$ cat src/hw/rtl/fag_pkg.sv
// Shared types and constants of the font atlas glyph lookup.
package fag_pkg;

	localparam int UV_FRAC_BITS = 16;
	localparam int UV_W         = UV_FRAC_BITS + 1;
	localparam int REG9_W       = 9;
	localparam int SIZE_W       = 13;
	localparam int CP_W         = 21;
	localparam int SLOT_W       = 8;
	localparam int STATUS_W     = 2;
	localparam int CFG_IDX_W    = 3;
	localparam int CFG_DATA_W   = 13;
	// dividend of the serial divider: a 9-bit value shifted up by the fraction bits
	localparam int DIV_W        = REG9_W + UV_FRAC_BITS;

	localparam logic [CFG_IDX_W-1:0] CFG_GRID_COLUMNS = 3'd0;
	localparam logic [CFG_IDX_W-1:0] CFG_GRID_ROWS    = 3'd1;
	localparam logic [CFG_IDX_W-1:0] CFG_GLYPH_COUNT  = 3'd2;
	localparam logic [CFG_IDX_W-1:0] CFG_GLYPH_WIDTH  = 3'd3;
	localparam logic [CFG_IDX_W-1:0] CFG_GLYPH_HEIGHT = 3'd4;

	localparam logic [STATUS_W-1:0] ST_FOUND       = 2'd0;
	localparam logic [STATUS_W-1:0] ST_NOT_FOUND   = 2'd1;
	localparam logic [STATUS_W-1:0] ST_BEYOND_GRID = 2'd2;

	localparam logic ACT_LOAD   = 1'b0;
	localparam logic ACT_LOOKUP = 1'b1;

	typedef struct packed {
		logic              action;
		logic [SLOT_W-1:0] slot;
		logic [CP_W-1:0]   codepoint;
	} cmd_item_t;

	typedef struct packed {
		logic [STATUS_W-1:0] status;
		logic [UV_W-1:0]     uv_left;
		logic [UV_W-1:0]     uv_right;
		logic [UV_W-1:0]     uv_top;
		logic [UV_W-1:0]     uv_bottom;
		logic [SIZE_W-1:0]   out_width;
		logic [SIZE_W-1:0]   out_height;
	} res_item_t;

	// search token handed from cell to cell
	typedef struct packed {
		logic valid;
		logic found;
	} tok_t;

	typedef struct packed {
		logic              start;
		logic [DIV_W-1:0]  dividend;
		logic [REG9_W-1:0] divisor;
	} div_req_t;

	typedef struct packed {
		logic              done;
		logic [DIV_W-1:0]  quot;
		logic [REG9_W-1:0] rem;
	} div_rsp_t;

endpackage

$ cat src/hw/rtl/fag_div.sv
// Restoring divider, one quotient bit per cycle, 9-bit divisor.
module fag_div (
	input  logic              clk,
	input  logic              arst_n,
	input  fag_pkg::div_req_t req,
	output fag_pkg::div_rsp_t rsp
);
	import fag_pkg::*;

	localparam int CNT_W = $clog2(DIV_W + 1);

	logic              busy_q;
	logic              done_q;
	logic [CNT_W-1:0]  cnt_q;
	logic [DIV_W-1:0]  quo_q;
	logic [REG9_W-1:0] rem_q;
	logic [REG9_W-1:0] dvs_q;
	logic [REG9_W:0]   trial;
	logic [REG9_W:0]   diff;
	logic              ge;

	assign trial = {rem_q, quo_q[DIV_W-1]};
	assign diff  = trial - {1'b0, dvs_q};
	assign ge    = trial >= {1'b0, dvs_q};

	always_ff @(posedge clk or negedge arst_n) begin
		if (!arst_n) begin
			busy_q <= 1'b0;
			done_q <= 1'b0;
			cnt_q  <= '0;
		end else begin
			done_q <= 1'b0;
			if (req.start) begin
				busy_q <= 1'b1;
				cnt_q  <= CNT_W'(DIV_W);
			end else if (busy_q) begin
				cnt_q <= cnt_q - 1'b1;
				if (cnt_q == CNT_W'(1)) begin
					busy_q <= 1'b0;
					done_q <= 1'b1;
				end
			end
		end
	end

	always_ff @(posedge clk) begin
		if (req.start) begin
			quo_q <= req.dividend;
			rem_q <= '0;
			dvs_q <= req.divisor;
		end else if (busy_q) begin
			quo_q <= {quo_q[DIV_W-2:0], ge};
			rem_q <= ge ? diff[REG9_W-1:0] : trial[REG9_W-1:0];
		end
	end

	assign rsp.done = done_q;
	assign rsp.quot = quo_q;
	assign rsp.rem  = rem_q;

	a_no_restart: assert property (@(posedge clk) disable iff (!arst_n)
		req.start |-> !busy_q)
		else $error("divider restarted while busy");
	a_done_after_last: assert property (@(posedge clk) disable iff (!arst_n)
		(busy_q && !req.start && cnt_q == CNT_W'(1)) |=> rsp.done)
		else $error("divider missed its done pulse");
	a_done_pulse: assert property (@(posedge clk) disable iff (!arst_n)
		rsp.done |=> !rsp.done)
		else $error("divider done held");
	a_rem_below: assert property (@(posedge clk) disable iff (!arst_n)
		rsp.done |-> (rem_q < dvs_q))
		else $error("divider remainder not below divisor");

endmodule

$ cat config.mk
export PLATFORM = sky130hd
export DESIGN_NAME = fag_div
export DESIGN_NICKNAME = d
export VERILOG_FILES = /design/src/hw/rtl/fag_pkg.sv /design/src/hw/rtl/fag_div.sv
export SDC_FILE = /design/constraint.sdc
export NUM_CORES = 1
export LEC_CHECK = 0
export ABC_AREA = 1
export BUFFER_PORTS_ARGS = -buffer_cell sky130_fd_sc_hd__buf_4
export CELL_PAD_IN_SITES_DETAIL_PLACEMENT = 2
export CELL_PAD_IN_SITES_GLOBAL_PLACEMENT = 2
export CORE_ASPECT_RATIO = 1.5
export CORE_UTILIZATION = 30
export CTS_BUF_LIST = sky130_fd_sc_hd__clkbuf_16
export CTS_CLUSTER_DIAMETER = 150
export CTS_CLUSTER_SIZE = 10
export DETAILED_ROUTE_END_ITERATION = 8
export PLACE_DENSITY = 0.82
export SLEW_MARGIN = 20
export SYNTH_ARGS = -nofsm -noshare
export SYNTH_HDL_FRONTEND = slang
export SYNTH_SLANG_ARGS = --single-unit
$ cat constraint.sdc
create_clock -name clk -period 2.3 [get_ports clk]
set_clock_uncertainty 0.05 [all_clocks]
set_input_delay 0.115 -clock clk [delete_from_list [all_inputs] [get_ports clk]]
set_output_delay 0.115 -clock clk [all_outputs]
set_load 0.02 [all_outputs]
==> flow_metrics.tcl <==
set metrics [dict create \
    die_area_mm2 0.008965 \
    tritoncts_num_sinks 50 \
    number_of_global_route_vias_before_repair 2657 \
    clockRootBuffer "clkbuf_16" \
    synth_seq_cells 50 \
    cts_tree "done" \
    firstDrtPassIters 4 \
    coreArea_mm2 0.008362 \
    number_of_antenna_diodes 0 \
    nFillCells 954 \
    ys_types 29 \
    worst_skew_pair.late_latency_ns 0.29 \
    yosys_warnings 0 \
    final.period_utilization 0.8883 \
    placementRows 41 \
    grt_start_max_net_pins 32 \
    cts-htree-levels 2 \
    critPathKind "register to register" \
    vias_per_cell 4.691 \
    timing_hold_violations_final 0 \
    synth_seq_area_share 0.5345 \
    worst_setup_hold_path_clk_slew_ns 0.07 \
    worst_setup_path_end_kind "register" \
    gp_routability_congestion 0.7770 \
    crit_required_ns 2.49 \
    finalSetupViolCount 0 \
    final_net_count 433 \
    grt_first_pass_wirelength_um 12560 \
    cts_buffers 5 \
    synth_nets 349 \
    max_freq_mhz 489.4 \
    run_status "complete, no violations" \
    vdd_drop_max_v 0.0005119 \
    synthCells 300 \
    post_route_cells_drive_above_1_share 0.2416 \
    crit_path_max_fanout 11 \
    cts.path.max_buffers 2 \
    starting_density_of_the_core 0.3079 \
    area_growth_pct 35.03 \
    place_worst_setup_slack_ns 0.1327 \
    antenna_found_initial 0 \
    power_density_mw_per_mm2 1007 \
    grt_setup_unrepaired "false" \
    fin_tns_setup_ns 0 \
    route.final.wire_length_um 7673 \
    postCtsSetupRepairBufs 0 \
    detail-route-antenna-nets 0 \
    crit_arrival_ns 2.23 \
    slew-limit-headroom 0.4392 \
    port-buffer-count 71 \
    die_x_um 77.65 \
    gr-total-overflow 0 \
    io_pins 72 \
    vias 2308 \
    period_needed_ns 2.043 \
    min_path_type "primary input to register" \
    dieHeight_um 115.5 \
    drt_iter0_markers 49 \
    postSynthAreaPerCell_um2 8.583 \
    mappedNetlistArea_mm2 0.002575 \
    detail_route.wl_per_cell_um 15.60 \
    cp-start-kind "register" \
    worst_slack_ns 0.2569 \
    grt_use_total 0.1835 \
    drt_drc_violations_left 0 \
    tightest_slew_ns 0.8382 \
    dp_hpwl_um 5815 \
    number_of_pins_exceeding_their_max_slew_limit_in_the_final_report 0 \
    timing.max_cap.violations 0 \
    static-leakage-power_nw 1.791 \
]
==> sequential cells by signal, indices dropped and copies added, names as in the netlist <==
name and cells:
quo_q 25, dvs_q 9, rem_q 9, cnt_q 5, busy_q 1, done_q 1
==> where the power goes <==
group / switching (mW) / total [mW] / internal, mW / leakage [nW]
Clock: 0.334 / 0.728 / 0.395 / 0.0724
Combinational: 0.897 / 1.51 / 0.610 / 1.20
Sequential: 0.147 / 1.27 / 1.12 / 0.516
Total: 1.38 / 3.50 / 2.12 / 1.79
==> per-stage QoR <==
stage               power, mW  instance area (um^2)  std cells    util  hold slack [ns]
finish                  3.501                  3477        492  0.4158          0.04417
global route            3.752                  3477        492  0.4158          0.04986
CTS                     3.540                  3467        492  0.4146          0.03585
detailed placement      2.766                  3229        474  0.3862          -0.1161
global placement        2.710                  3229        474  0.3862          -0.1162
floorplan               2.227                  2575        300       -          -0.2306
==> Yosys cell counts <==
cell        n  area (um^2)
xor2_1      1        8.760
nor3_4      1        16.27
o22ai_1     1        6.260
dfxtp_1     9        180.2
buf_1       2        7.510
xnor2_1     2        17.52
nand3b_1    9        67.56
fa_1        1        20.02
buf_4       2        15.01
nor2_2      2        12.51
a31oi_1     1        6.260
a21oi_1     7        35.03
nand3_1    16        80.08
nand2_2     5        31.28
nor2_1     12        45.04
nand3_2     1        10.01
nand2_1   132        495.5
clkbuf_1    3        11.26
inv_1      31        116.4
edfxtp_1   34         1021
ha_1       11        137.6
clkinv_1    1        3.750
nand4_1     1        6.260
dfrtp_1     7        175.2
inv_2       1        3.750
o21ai_0     4        20.02
or2_4       1        8.760
buf_2       1        5.000
buf_6       1        11.26
==> logic make-up after synthesis <==
family | count (synthesis) | synth area share
simple gates | 180 | 0.3003
flops | 50 | 0.5345
buf+inv | 42 | 0.06753
compound gates | 13 | 0.02624
fa+ha+maj | 12 | 0.06122
xor+xnor | 3 | 0.01021
==> critical path: stages (launching register included) <==
cell and delay [ns]:
edfxtp_1 0.40, inv_1 0.10, ha_1 0.14, inv_1 0.06, fa_1 0.39, nand2_1 0.10
nand2_2 0.08, nand3_2 0.09, nand2_2 0.07, nand2_4 0.14, nand2_4 0.11, nand2_1 0.10
nand3_1 0.08, nand2_1 0.08
==> routing by layer <==
| layer | wire length [um] | global-route usage | up-vias | part of all wire |
|---|---|---|---|---|
| met5 | 0 | 0 | - | 0 |
| li1 | - | - | 1117 | - |
| met4 | 131 | 0.06289 | 0 | 0.017 |
| met3 | 374 | 0.04094 | 7 | 0.049 |
| met1 | 2791 | 0.1774 | 1129 | 0.36 |
| met2 | 4376 | 0.3735 | 55 | 0.57 |
==> worst paths after layout <==
| path | from | end | slack [ns] | depth (start not counted) |
|---|---|---|---|---|
| min in group asynchronous | arst_n | cnt_q[3] | 0.12 | 2 |
| max | quo_q[24] | rem_q[8] | 0.26 | 13 |
| max in group asynchronous | arst_n | cnt_q[1] | 1.96 | 2 |
| max reg2reg | quo_q[24] | rem_q[8] | 0.26 | 13 |
| min | req[25] | quo_q[16] | 0.04 | 3 |
| min reg2reg | cnt_q[3] | cnt_q[3] | 0.45 | 1 |
==> area by class of cell <==
cell class	count	area, um^2	area share
multi-input combinational	208	1035	0.2976
tap	107	133.9	0.03850
inverter	33	123.9	0.03562
clock buffer	5	125.1	0.03598
sequential	50	1376	0.3958
clock inverter	3	12.51	0.003598
timing repair buffer	86	670.6	0.1929
==> repair_timing <==
| item | 4_1_cts | 5_1_grt |
|---|---|---|
| hold endpoints to repair | 16 | 0 |
| hold buffers | 10 | 0 |
| endpoints found under the setup margin | 0 | 9 |
| resized for setup | 0 | 2 |
==> cells in the final DEF (no fill, tap or decap), types with 3 or more instances in the layout <==
cell,count
ha_1,11
dfrtp_1,7
clkbuf_16,5
buf_4,76
edfxtp_1,34
o21ai_0,4
nor2_1,12
nand3b_1,9
a21oi_1,7
inv_1,32
nand2_2,3
nand3_1,16
nand2_1,132
dfxtp_1,9
dlygate4sd3_1,10
Note: power is estimated with default switching activity, not from simulation.
