### src/hw/rtl/fag_pkg.sv
// Shared types and constants of the font atlas glyph lookup.
package fag_pkg;

	localparam int UV_FRAC_BITS = 16;
	localparam int UV_W         = UV_FRAC_BITS + 1;
	localparam int REG9_W       = 9;
	localparam int SIZE_W       = 13;
	localparam int CP_W         = 21;
	localparam int SLOT_W       = 8;
	localparam int STATUS_W     = 2;
	localparam int CFG_IDX_W    = 3;
	localparam int CFG_DATA_W   = 13;
	// dividend of the serial divider: a 9-bit value shifted up by the fraction bits
	localparam int DIV_W        = REG9_W + UV_FRAC_BITS;

	localparam logic [CFG_IDX_W-1:0] CFG_GRID_COLUMNS = 3'd0;
	localparam logic [CFG_IDX_W-1:0] CFG_GRID_ROWS    = 3'd1;
	localparam logic [CFG_IDX_W-1:0] CFG_GLYPH_COUNT  = 3'd2;
	localparam logic [CFG_IDX_W-1:0] CFG_GLYPH_WIDTH  = 3'd3;
	localparam logic [CFG_IDX_W-1:0] CFG_GLYPH_HEIGHT = 3'd4;

	localparam logic [STATUS_W-1:0] ST_FOUND       = 2'd0;
	localparam logic [STATUS_W-1:0] ST_NOT_FOUND   = 2'd1;
	localparam logic [STATUS_W-1:0] ST_BEYOND_GRID = 2'd2;

	localparam logic ACT_LOAD   = 1'b0;
	localparam logic ACT_LOOKUP = 1'b1;

	typedef struct packed {
		logic              action;
		logic [SLOT_W-1:0] slot;
		logic [CP_W-1:0]   codepoint;
	} cmd_item_t;

	typedef struct packed {
		logic [STATUS_W-1:0] status;
		logic [UV_W-1:0]     uv_left;
		logic [UV_W-1:0]     uv_right;
		logic [UV_W-1:0]     uv_top;
		logic [UV_W-1:0]     uv_bottom;
		logic [SIZE_W-1:0]   out_width;
		logic [SIZE_W-1:0]   out_height;
	} res_item_t;

	// search token handed from cell to cell
	typedef struct packed {
		logic valid;
		logic found;
	} tok_t;

	typedef struct packed {
		logic              start;
		logic [DIV_W-1:0]  dividend;
		logic [REG9_W-1:0] divisor;
	} div_req_t;

	typedef struct packed {
		logic              done;
		logic [DIV_W-1:0]  quot;
		logic [REG9_W-1:0] rem;
	} div_rsp_t;

endpackage

### src/hw/rtl/fag_cell.sv
// One slot of the codepoint table with its stage of the search chain.
module fag_cell #(
	parameter int IDX_W    = 8,
	parameter int CELL_IDX = 0
) (
	input  logic                      clk,
	input  logic                      arst_n,
	input  logic                      wr_en,
	input  logic [fag_pkg::SLOT_W-1:0] wr_slot,
	input  logic [fag_pkg::CP_W-1:0]   wr_cp,
	input  logic [fag_pkg::CP_W-1:0]   key,
	input  logic [fag_pkg::REG9_W-1:0] count,
	input  fag_pkg::tok_t             tok_in,
	input  logic [IDX_W-1:0]          idx_in,
	output fag_pkg::tok_t             tok_out,
	output logic [IDX_W-1:0]          idx_out
);
	import fag_pkg::*;

	localparam int CW = (IDX_W > REG9_W) ? IDX_W : REG9_W;
	localparam logic [CW-1:0]    MY_POS = CW'(CELL_IDX);
	localparam logic [IDX_W-1:0] MY_IDX = IDX_W'(CELL_IDX);

	logic [CP_W-1:0]  entry_q;
	tok_t             tok_q;
	logic [IDX_W-1:0] idx_q;
	logic             match;

	// only slots below the glyph count take part; the first hit wins
	assign match = tok_in.valid && !tok_in.found && (MY_POS < CW'(count)) && (entry_q == key);

	always_ff @(posedge clk) begin
		if (wr_en && (CW'(wr_slot) == MY_POS)) begin
			entry_q <= wr_cp;
		end
	end

	always_ff @(posedge clk or negedge arst_n) begin
		if (!arst_n) begin
			tok_q <= '0;
		end else begin
			tok_q.valid <= tok_in.valid;
			tok_q.found <= tok_in.found | match;
		end
	end

	always_ff @(posedge clk) begin
		idx_q <= match ? MY_IDX : idx_in;
	end

	assign tok_out = tok_q;
	assign idx_out = idx_q;

endmodule

### config.mk
export PLATFORM = sky130hd
export DESIGN_NAME = fag_cell
export DESIGN_NICKNAME = d
export VERILOG_FILES = /design/src/hw/rtl/fag_pkg.sv /design/src/hw/rtl/fag_cell.sv
export SDC_FILE = /design/constraint.sdc
export NUM_CORES = 1
export LEC_CHECK = 0
export ABC_AREA = 1
export BUFFER_PORTS_ARGS = -buffer_cell sky130_fd_sc_hd__clkbuf_2
export CAP_MARGIN = 20
export CORE_UTILIZATION = 39
export DETAILED_ROUTE_END_ITERATION = 8
export GPL_ROUTABILITY_DRIVEN = 0
export PLACE_DENSITY = 0.72
export SYNTH_ARGS = -nofsm -noshare
export SYNTH_HDL_FRONTEND = slang
export SYNTH_SLANG_ARGS = --single-unit
### constraint.sdc
create_clock -name clk -period 1.04 [get_ports clk]
set_input_delay 0.208 -clock clk [delete_from_list [all_inputs] [get_ports clk]]
set_output_delay 0.208 -clock clk [all_outputs]
set_load 0.03 [all_outputs]
==> results.json, run 1 <==
{
  "die_y_microns": 62.3,
  "grt_pass1_vias": 1250,
  "groute.usage.overall": 0.170,
  "cp_data_required_time_ns": 1.25,
  "rows": 21,
  "wl_met1_mm": 1.19,
  "worst_setup_path_start_kind": "register",
  "ys_warn_count": 0,
  "grt_max_degree": 10,
  "start_util": 0.415,
  "diodes": 0,
  "post-route-period-util": 1.24,
  "fin_tns_setup_ns": -2.98,
  "arrival_ns": 1.50,
  "finalCriticalPeriod_ns": 1.29,
  "grt_overflow_total": 0,
  "io_pins": 82,
  "postCtsSetupBuffers": 0,
  "nets": 343,
  "placed_area_sq_mm": 0.00193,
  "clockRootBuffer": "clkbuf_4",
  "drt-pass1-iter-count": 4,
  "whs_ns": 0.0515,
  "die_w_microns": 62.3,
  "netlist_instances": 174,
  "design_area_sq_mm": 0.00216,
  "clkTransAtPathRegs_ns": 0.09,
  "dp_hpwl_mm": 2.20,
  "ys_seq_area_frac": 0.593,
  "worst-setup-path-type": "register to register",
  "power_mw": 2.40,
  "pre_cts_slack_ns": -0.449,
  "dp_cells": 306,
  "stdcell_count": 318,
  "num_vias": 1302,
  "final_core_utilization": 0.633,
  "ys_types": 15,
  "p_per_area_mw_per_mm2": 1110,
  "slew_violations": 0,
  "leakage_nw": 1.19,
  "min_path_type": "input pin to register",
  "synth-seq-cells": 31,
  "routed_via_density": 4.09,
  "wl_met2_mm": 1.48,
  "post_drt_wl_per_cell_microns": 9.36,
  "fin_skew_ns": 0.00495,
  "cts.sinks": 31,
  "remaining_drc_errors": 0,
  "rsz0062_at_grt": "yes",
  "max_freq_mhz": 774,
  "drt_iter0_markers": 37,
  "tightest_slew_ns": 0.347,
  "max_slew_margin": 0.767,
  "area_growth_pct": 52.6,
  "antenna_found_initial": 0,
  "clock_path_buffers": 2,
  "highest_layer": "met4",
  "core-area_sq_mm": 0.00342,
  "cts_inserted_buffers": 5,
  "grt_pass1_wl_mm": 4.95,
  "insertion_delay_ns": 0.32,
  "ir_drop_uv": 758,
  "avgSynthCellArea_sq_um": 8.15,
  "htree_levels": 2,
  "cp_max_fo": 8,
  "drive_above_1_share": 0.423,
  "dieArea_sq_mm": 0.00388,
  "ant_nets": 0,
  "cap_violations": 0,
  "wl_mm": 2.98,
  "tritoncts": "yes",
  "n_fill_cell": 320,
  "synth_area_sq_mm": 0.00142,
  "status": "finished, violations left",
  "final_cell_mix": "clkbuf_2, nand2_1, inv_1",
  "setup_slack_ns": -0.252,
  "setup_viol": 32,
  "hold_viol": 0,
  "synth_fp_nets": 246,
  "violations": "setup timing",
  "routed-wl-met3_microns": 248,
  "numPortBuffers": 81,
  "crit_path_end_kind": "register",
  "layout_commonest_cell": "clkbuf_2"
}
==> routing by layer <==
| metal | vias to the layer above | global-route usage |
|---|---|---|
| met5 | - | 0 |
| li1 | 707 | - |
| met2 | 53 | 0.293 |
| met3 | 9 | 0.0570 |
| met4 | 0 | 0.0785 |
| met1 | 533 | 0.189 |
==> cell families after synthesis <==
logic type	count (synthesis)	share of synthesized area
and+or+nand+nor	97	0.277
buffers and inverters	43	0.114
DFF	31	0.593
xor gates and xnor gates	2	0.0124
AOI/OAI and AO/OA	1	0.00353
==> report_power, final <==
group / switching (mW) / internal [mW] / total, mW
Clock: 0.377 / 0.323 / 0.701
Sequential: 0.0139 / 1.34 / 1.35
Combinational: 0.151 / 0.194 / 0.346
Total: 0.543 / 1.86 / 2.40
==> cells in the mapped netlist, drive strengths merged <==
cell type   n  share of area
and2        1         0.0044
or2         4          0.018
dfrtp       2          0.035
xnor2       2          0.012
nand4       1         0.0044
nor4        1         0.0044
inv        43           0.11
nor2       30          0.085
o21ai       1         0.0035
nand3       2         0.0071
nand2      57           0.15
dfxtp       8           0.11
edfxtp     21           0.44
nor3        1         0.0035
==> area by class of cell <==
type / count / area (sq um) / area share
inverter: 43 / 161 / 0.0746
sequential: 31 / 850 / 0.393
clock inverter: 1 / 3.75 / 0.00174
multi-input combinational: 103 / 487 / 0.225
timing repair buffer: 87 / 549 / 0.254
tap: 46 / 57.6 / 0.0266
clock buffer: 7 / 55.1 / 0.0254
==> worst max-delay path: stages (launching register included) <==
cell,delay [ns]
edfxtp_1,0.40
nor2_1,0.10
nor2_1,0.05
nor2_1,0.11
nand2_1,0.07
nor2_2,0.10
nand2_2,0.08
nor2_4,0.20
nor2_1,0.07
==> sequential cells by signal, summed over array words and instances, names as in the netlist <==
register	count
entry_q	21
idx_out	8
tok_out	2
==> timing repair <==
item                       CTS  global route
gates resized for setup     29            18
pin swaps                    8             2
gates cloned                 3             0
hold endpoints to repair     2             0
setup endpoints to repair   40            40
hold buffers                 1             0
==> worst paths after layout <==
| check | from | to | slack, ns | cells past startpoint |
|---|---|---|---|---|
| max | entry_q[18] | idx_out[6] | -0.25 | 8 |
| min | wr_cp[2] | entry_q[2] | 0.05 | 1 |
| max reg2reg | entry_q[18] | idx_out[6] | -0.25 | 8 |
| min reg2reg | entry_q[16] | idx_out[7] | 0.74 | 6 |
| max in group asynchronous | arst_n | tok_out[0] | 0.75 | 2 |
| min in group asynchronous | arst_n | tok_out[1] | 0.19 | 2 |
(Power assumes the default switching activity.)
==> inputs of run 2 (changes only) <==
- RECOVER_POWER: unset -> 50
==> run 2 against run 1 <==
Net effect:
- the run still ends with setup timing left
- design area hardly changed
- sequential share of layout area hardly changed
- clock power hardly changed
- clock skew is 0.00070 ns higher
- routed wire length hardly changed
==> results.json, run 2 (synthesis gave the netlist of run 1 again) <==
{
  "status": "finished, violations left",
  "violations": "setup timing",
  "postCtsSetupBuffers": 0,
  "r2r_cells": 8,
  "crit_start": "entry_q[18]",
  "n_fill_cell": 321,
  "drt_iter0_markers": 37,
  "drt-pass1-iter-count": 4,
  "fin_tns_setup_ns": -2.98,
  "clock_path_buffers": 2,
  "largest_register_ffs": 21,
  "r2r_slack_ns": -0.25,
  "top_register": "entry_q",
  "post-route-period-util": 1.24,
  "r2r-start": "entry_q[18]",
  "remaining_drc_errors": 0,
  "routed_via_density": 4.09,
  "tightest_slew_ns": 0.347,
  "numPortBuffers": 81,
  "cp-endpoint": "idx_out[6]",
  "dieArea_sq_mm": 0.00388,
  "worst_setup_path_start_kind": "register",
  "htree_levels": 2,
  "hold_viol": 0,
  "final_cell_mix": "clkbuf_2, nand2_1, inv_1",
  "post_drt_wl_per_cell_microns": 9.36,
  "clkTransAtPathRegs_ns": 0.09,
  "cap_violations": 0,
  "setup_slack_ns": -0.253,
  "grt_overflow_total": 0,
  "area_growth_pct": 52.5,
  "insertion_delay_ns": 0.32,
  "arrival_ns": 1.50,
  "grt_max_degree": 10,
  "groute.usage.overall": 0.170,
  "worst-setup-path-type": "register to register",
  "p_per_area_mw_per_mm2": 1110,
  "layout_commonest_cell": "clkbuf_2",
  "rows": 21,
  "fin_skew_ns": 0.00564,
  "clockRootBuffer": "clkbuf_4",
  "start_util": 0.415,
  "power_mw": 2.40,
  "cts.sinks": 31,
  "dp_hpwl_mm": 2.20,
  "rsz0062_at_grt": "yes",
  "diodes": 0,
  "wl_mm": 2.98,
  "grt_pass1_wl_mm": 4.95,
  "setup_viol": 32,
  "ant_nets": 0,
  "leakage_nw": 1.19,
  "cp_max_fo": 8,
  "tritoncts": "yes",
  "max_freq_mhz": 774,
  "drive_above_1_share": 0.419,
  "nets": 343,
  "slew_violations": 0,
  "die_w_microns": 62.3,
  "grt_pass1_vias": 1250,
  "ir_drop_uv": 758,
  "min_path_type": "input pin to register",
  "max_slew_margin": 0.767,
  "core-area_sq_mm": 0.00342,
  "reg2reg_to": "idx_out[6]",
  "cp_data_required_time_ns": 1.25,
  "antenna_found_initial": 0,
  "num_vias": 1302,
  "crit_path_end_kind": "register",
  "io_pins": 82,
  "die_y_microns": 62.3,
  "cts_inserted_buffers": 5,
  "finalCriticalPeriod_ns": 1.29
}
run 2: cell types whose count changed in the layout (fill, tap and decap cells not counted):
cell and delta:
clkbuf_1 +1, clkbuf_2 -1
run 2: metal layers:
metal | global-route usage | share of wire | wire (microns)
met5 | 0 | 0 | 0
met4 | 0.0785 | 0.020 | 61
met3 | 0.0570 | 0.083 | 248
met2 | 0.293 | 0.50 | 1480
met1 | 0.189 | 0.40 | 1190
run 2: cell type report:
| cell class | instances | area [sq um] | share of cell area |
|---|---|---|---|
| flip-flops and latches | 31 | 850 | 0.393 |
| repair buffers | 87 | 548 | 0.253 |
| multi-input cells | 103 | 487 | 0.225 |
| inverters | 43 | 161 | 0.0747 |
| well taps | 46 | 57.6 | 0.0266 |
| clock buffers | 7 | 55.1 | 0.0255 |
| clock inverters | 1 | 3.75 | 0.00174 |
run 2: worst min-delay path by stage:
stage / depth (start not counted) / end / startpoint
finish: 1 / entry_q[2] / wr_cp[2]
CTS: 1 / entry_q[2] / wr_cp[2]
global route: 1 / entry_q[10] / wr_cp[10]
floorplan: 0 / tok_out[0] / arst_n
global placement: 1 / tok_out[1] / arst_n
detailed placement: 1 / tok_out[1] / arst_n
run 2: critical path: stages (launching register included):
cell and delay, ns:
edfxtp_1 0.40, nor2_1 0.10, nor2_1 0.05, nor2_1 0.11, nand2_1 0.07, nor2_2 0.10
nand2_2 0.08, nor2_4 0.20, nor2_1 0.07
run 2: timing repair:
action                     CTS  global route
gates cloned                 3             0
setup endpoints to repair   40            40
resized for setup           29            18
hold buffers                 1             0
hold endpoints to repair     2             0
pin swaps                    8             2
run 2: stage by stage:
stage	setup slack [ns]	util	std cells	hold WS [ns]	cell area (sq um)
after floorplan	-0.267	-	174	-0.0876	1430
after global placement	-0.429	0.566	306	-0.00330	1930
after detailed placement	-0.449	0.566	306	-0.00177	1930
after CTS	-0.261	0.626	318	0.0408	2140
after global routing	-0.427	0.633	318	0.0284	2160
final	-0.253	0.633	318	0.0515	2160
run 2: power by group:
part           leakage (nW)  switching, mW  internal [mW]  total (mW)
sequential            0.280         0.0139           1.34        1.35
clock                0.0329          0.376          0.323       0.700
combinational         0.874          0.152          0.194       0.345
==> inputs of run 3 (changes only) <==
- CAP_MARGIN: 20 -> 5
- SKIP_CTS_REPAIR_TIMING: unset -> 1
==> run 3 against run 2 <==
Net effect:
- the run still ends with setup timing left
- largest cell class unchanged
- routed wire length fell by 3.0%
- clock skew down 0.0018 ns
- combinational power shrank 5%
- die area did not move
- worst setup slack gained 0.0039 ns
- critical path type unchanged
- clock-buffer cell count unchanged
- highest routed layer unchanged
- cell count unchanged
- first-iteration DRC count decreased by 32%
- clock power is 0.9% higher
- sequential power hardly changed
- global-route usage is 1.7 points lower
==> results.json, run 3 (synthesis gave the netlist of run 1 again) <==
{
  "status": "finished, violations left",
  "violations": "setup timing",
  "finalCriticalPeriod_ns": 1.29,
  "remaining_drc_errors": 0,
  "cts_inserted_buffers": 5,
  "min_path_type": "input pin to register",
  "area_growth_pct": 48.7,
  "post_drt_wl_per_cell_microns": 9.08,
  "rsz0062_at_grt": "yes",
  "cp_num_buf_inv": 0,
  "drt-pass1-iter-count": 4,
  "diodes": 0,
  "largest_register_ffs": 21,
  "drt_iter0_markers": 25,
  "pre_cts_slack_ns": -0.449,
  "cp_data_required_time_ns": 1.26,
  "final_core_utilization": 0.617,
  "core-area_sq_mm": 0.00342,
  "arrival_ns": 1.51,
  "start_util": 0.415,
  "routed_via_density": 4.02,
  "post-route-period-util": 1.24,
  "worst-setup-path-type": "register to register",
  "fin_skew_ns": 0.00380,
  "io_pins": 82,
  "wl_mm": 2.89,
  "tightest_slew_ns": 0.321,
  "setup_viol": 27,
  "layout_commonest_cell": "clkbuf_2",
  "whs_ns": 0.0511,
  "slew_violations": 0,
  "grt_pass1_wl_mm": 4.50,
  "design_area_sq_mm": 0.00211,
  "worst_setup_path_start_kind": "register",
  "grt_pass1_vias": 1189,
  "insertion_delay_ns": 0.33,
  "dp_hpwl_mm": 2.20,
  "dieArea_sq_mm": 0.00388,
  "grt_max_degree": 22,
  "drive_above_1_share": 0.393,
  "n_fill_cell": 334,
  "clockRootBuffer": "clkbuf_4",
  "power_mw": 2.38,
  "nets": 343,
  "slowest_delay_ns": 0.39,
  "top_register": "entry_q",
  "tritoncts": "yes",
  "crit_chain": "nor2_1 > nor2_1 > nor2_1 > nand2_1 > nor2_1 > nand2_1 > nor2_4 > nor2_1",
  "grt_overflow_total": 0,
  "cp_common_cell": "nor2_1",
  "cpMaxStageDelayCell": "edfxtp_1",
  "clkTransAtPathRegs_ns": 0.09,
  "leakage_nw": 1.17,
  "die_w_microns": 62.3,
  "final_cell_mix": "clkbuf_2, nand2_1, inv_1",
  "htree_levels": 2,
  "rows": 21,
  "ir_drop_uv": 784,
  "num_vias": 1278,
  "p_per_area_mw_per_mm2": 1130,
  "cap_violations": 0,
  "dp_cells": 306,
  "ant_nets": 0,
  "crit_path_end_kind": "register",
  "cp_max_fo": 8,
  "critical-path-top-delay-family": "simple AND/OR/NAND/NOR gates",
  "cts.sinks": 31,
  "groute.usage.overall": 0.153,
  "setup_slack_ns": -0.249,
  "die_y_microns": 62.3,
  "fin_tns_setup_ns": -2.40,
  "placed_area_sq_mm": 0.00193,
  "antenna_found_initial": 0,
  "max_slew_margin": 0.784,
  "stdcell_count": 318,
  "clock_path_buffers": 2,
  "max_freq_mhz": 776,
  "hold_viol": 0,
  "numPortBuffers": 81
}
==> run 3: metal layers <==
layer / global-route usage / share of wire
met5: 0 / 0
met3: 0.0570 / 0.079
met1: 0.161 / 0.41
met4: 0.0698 / 0.023
met2: 0.269 / 0.49
==> run 3: cell type report <==
cell class              instances  area [sq um]  share of cell area
inverters                      43           161              0.0766
clock inverters                 1          3.75             0.00178
well taps                      46          57.6              0.0273
flip-flops and latches         31           846               0.401
multi-input cells             103           474               0.225
repair buffers                 87           510               0.242
clock buffers                   7          55.1              0.0261
==> run 3: path summary, 6_finish.rpt <==
kind | endpoint | cells after the start | slack, ns | startpoint
worst max-delay path | idx_out[0] | 8 | -0.25 | entry_q[18]
worst min-delay path | entry_q[2] | 1 | 0.05 | wr_cp[2]
worst max register to register | idx_out[0] | 8 | -0.25 | entry_q[18]
worst min register to register | idx_out[3] | 6 | 0.75 | entry_q[16]
max in group asynchronous | tok_out[0] | 2 | 0.75 | arst_n
min in group asynchronous | tok_out[1] | 2 | 0.19 | arst_n
==> run 3: power breakdown <==
group          total, mW  internal (mW)  switching, mW
combinational      0.328          0.179          0.149
sequential          1.35           1.34        0.00987
clock              0.706          0.323          0.382
total               2.38           1.84          0.540
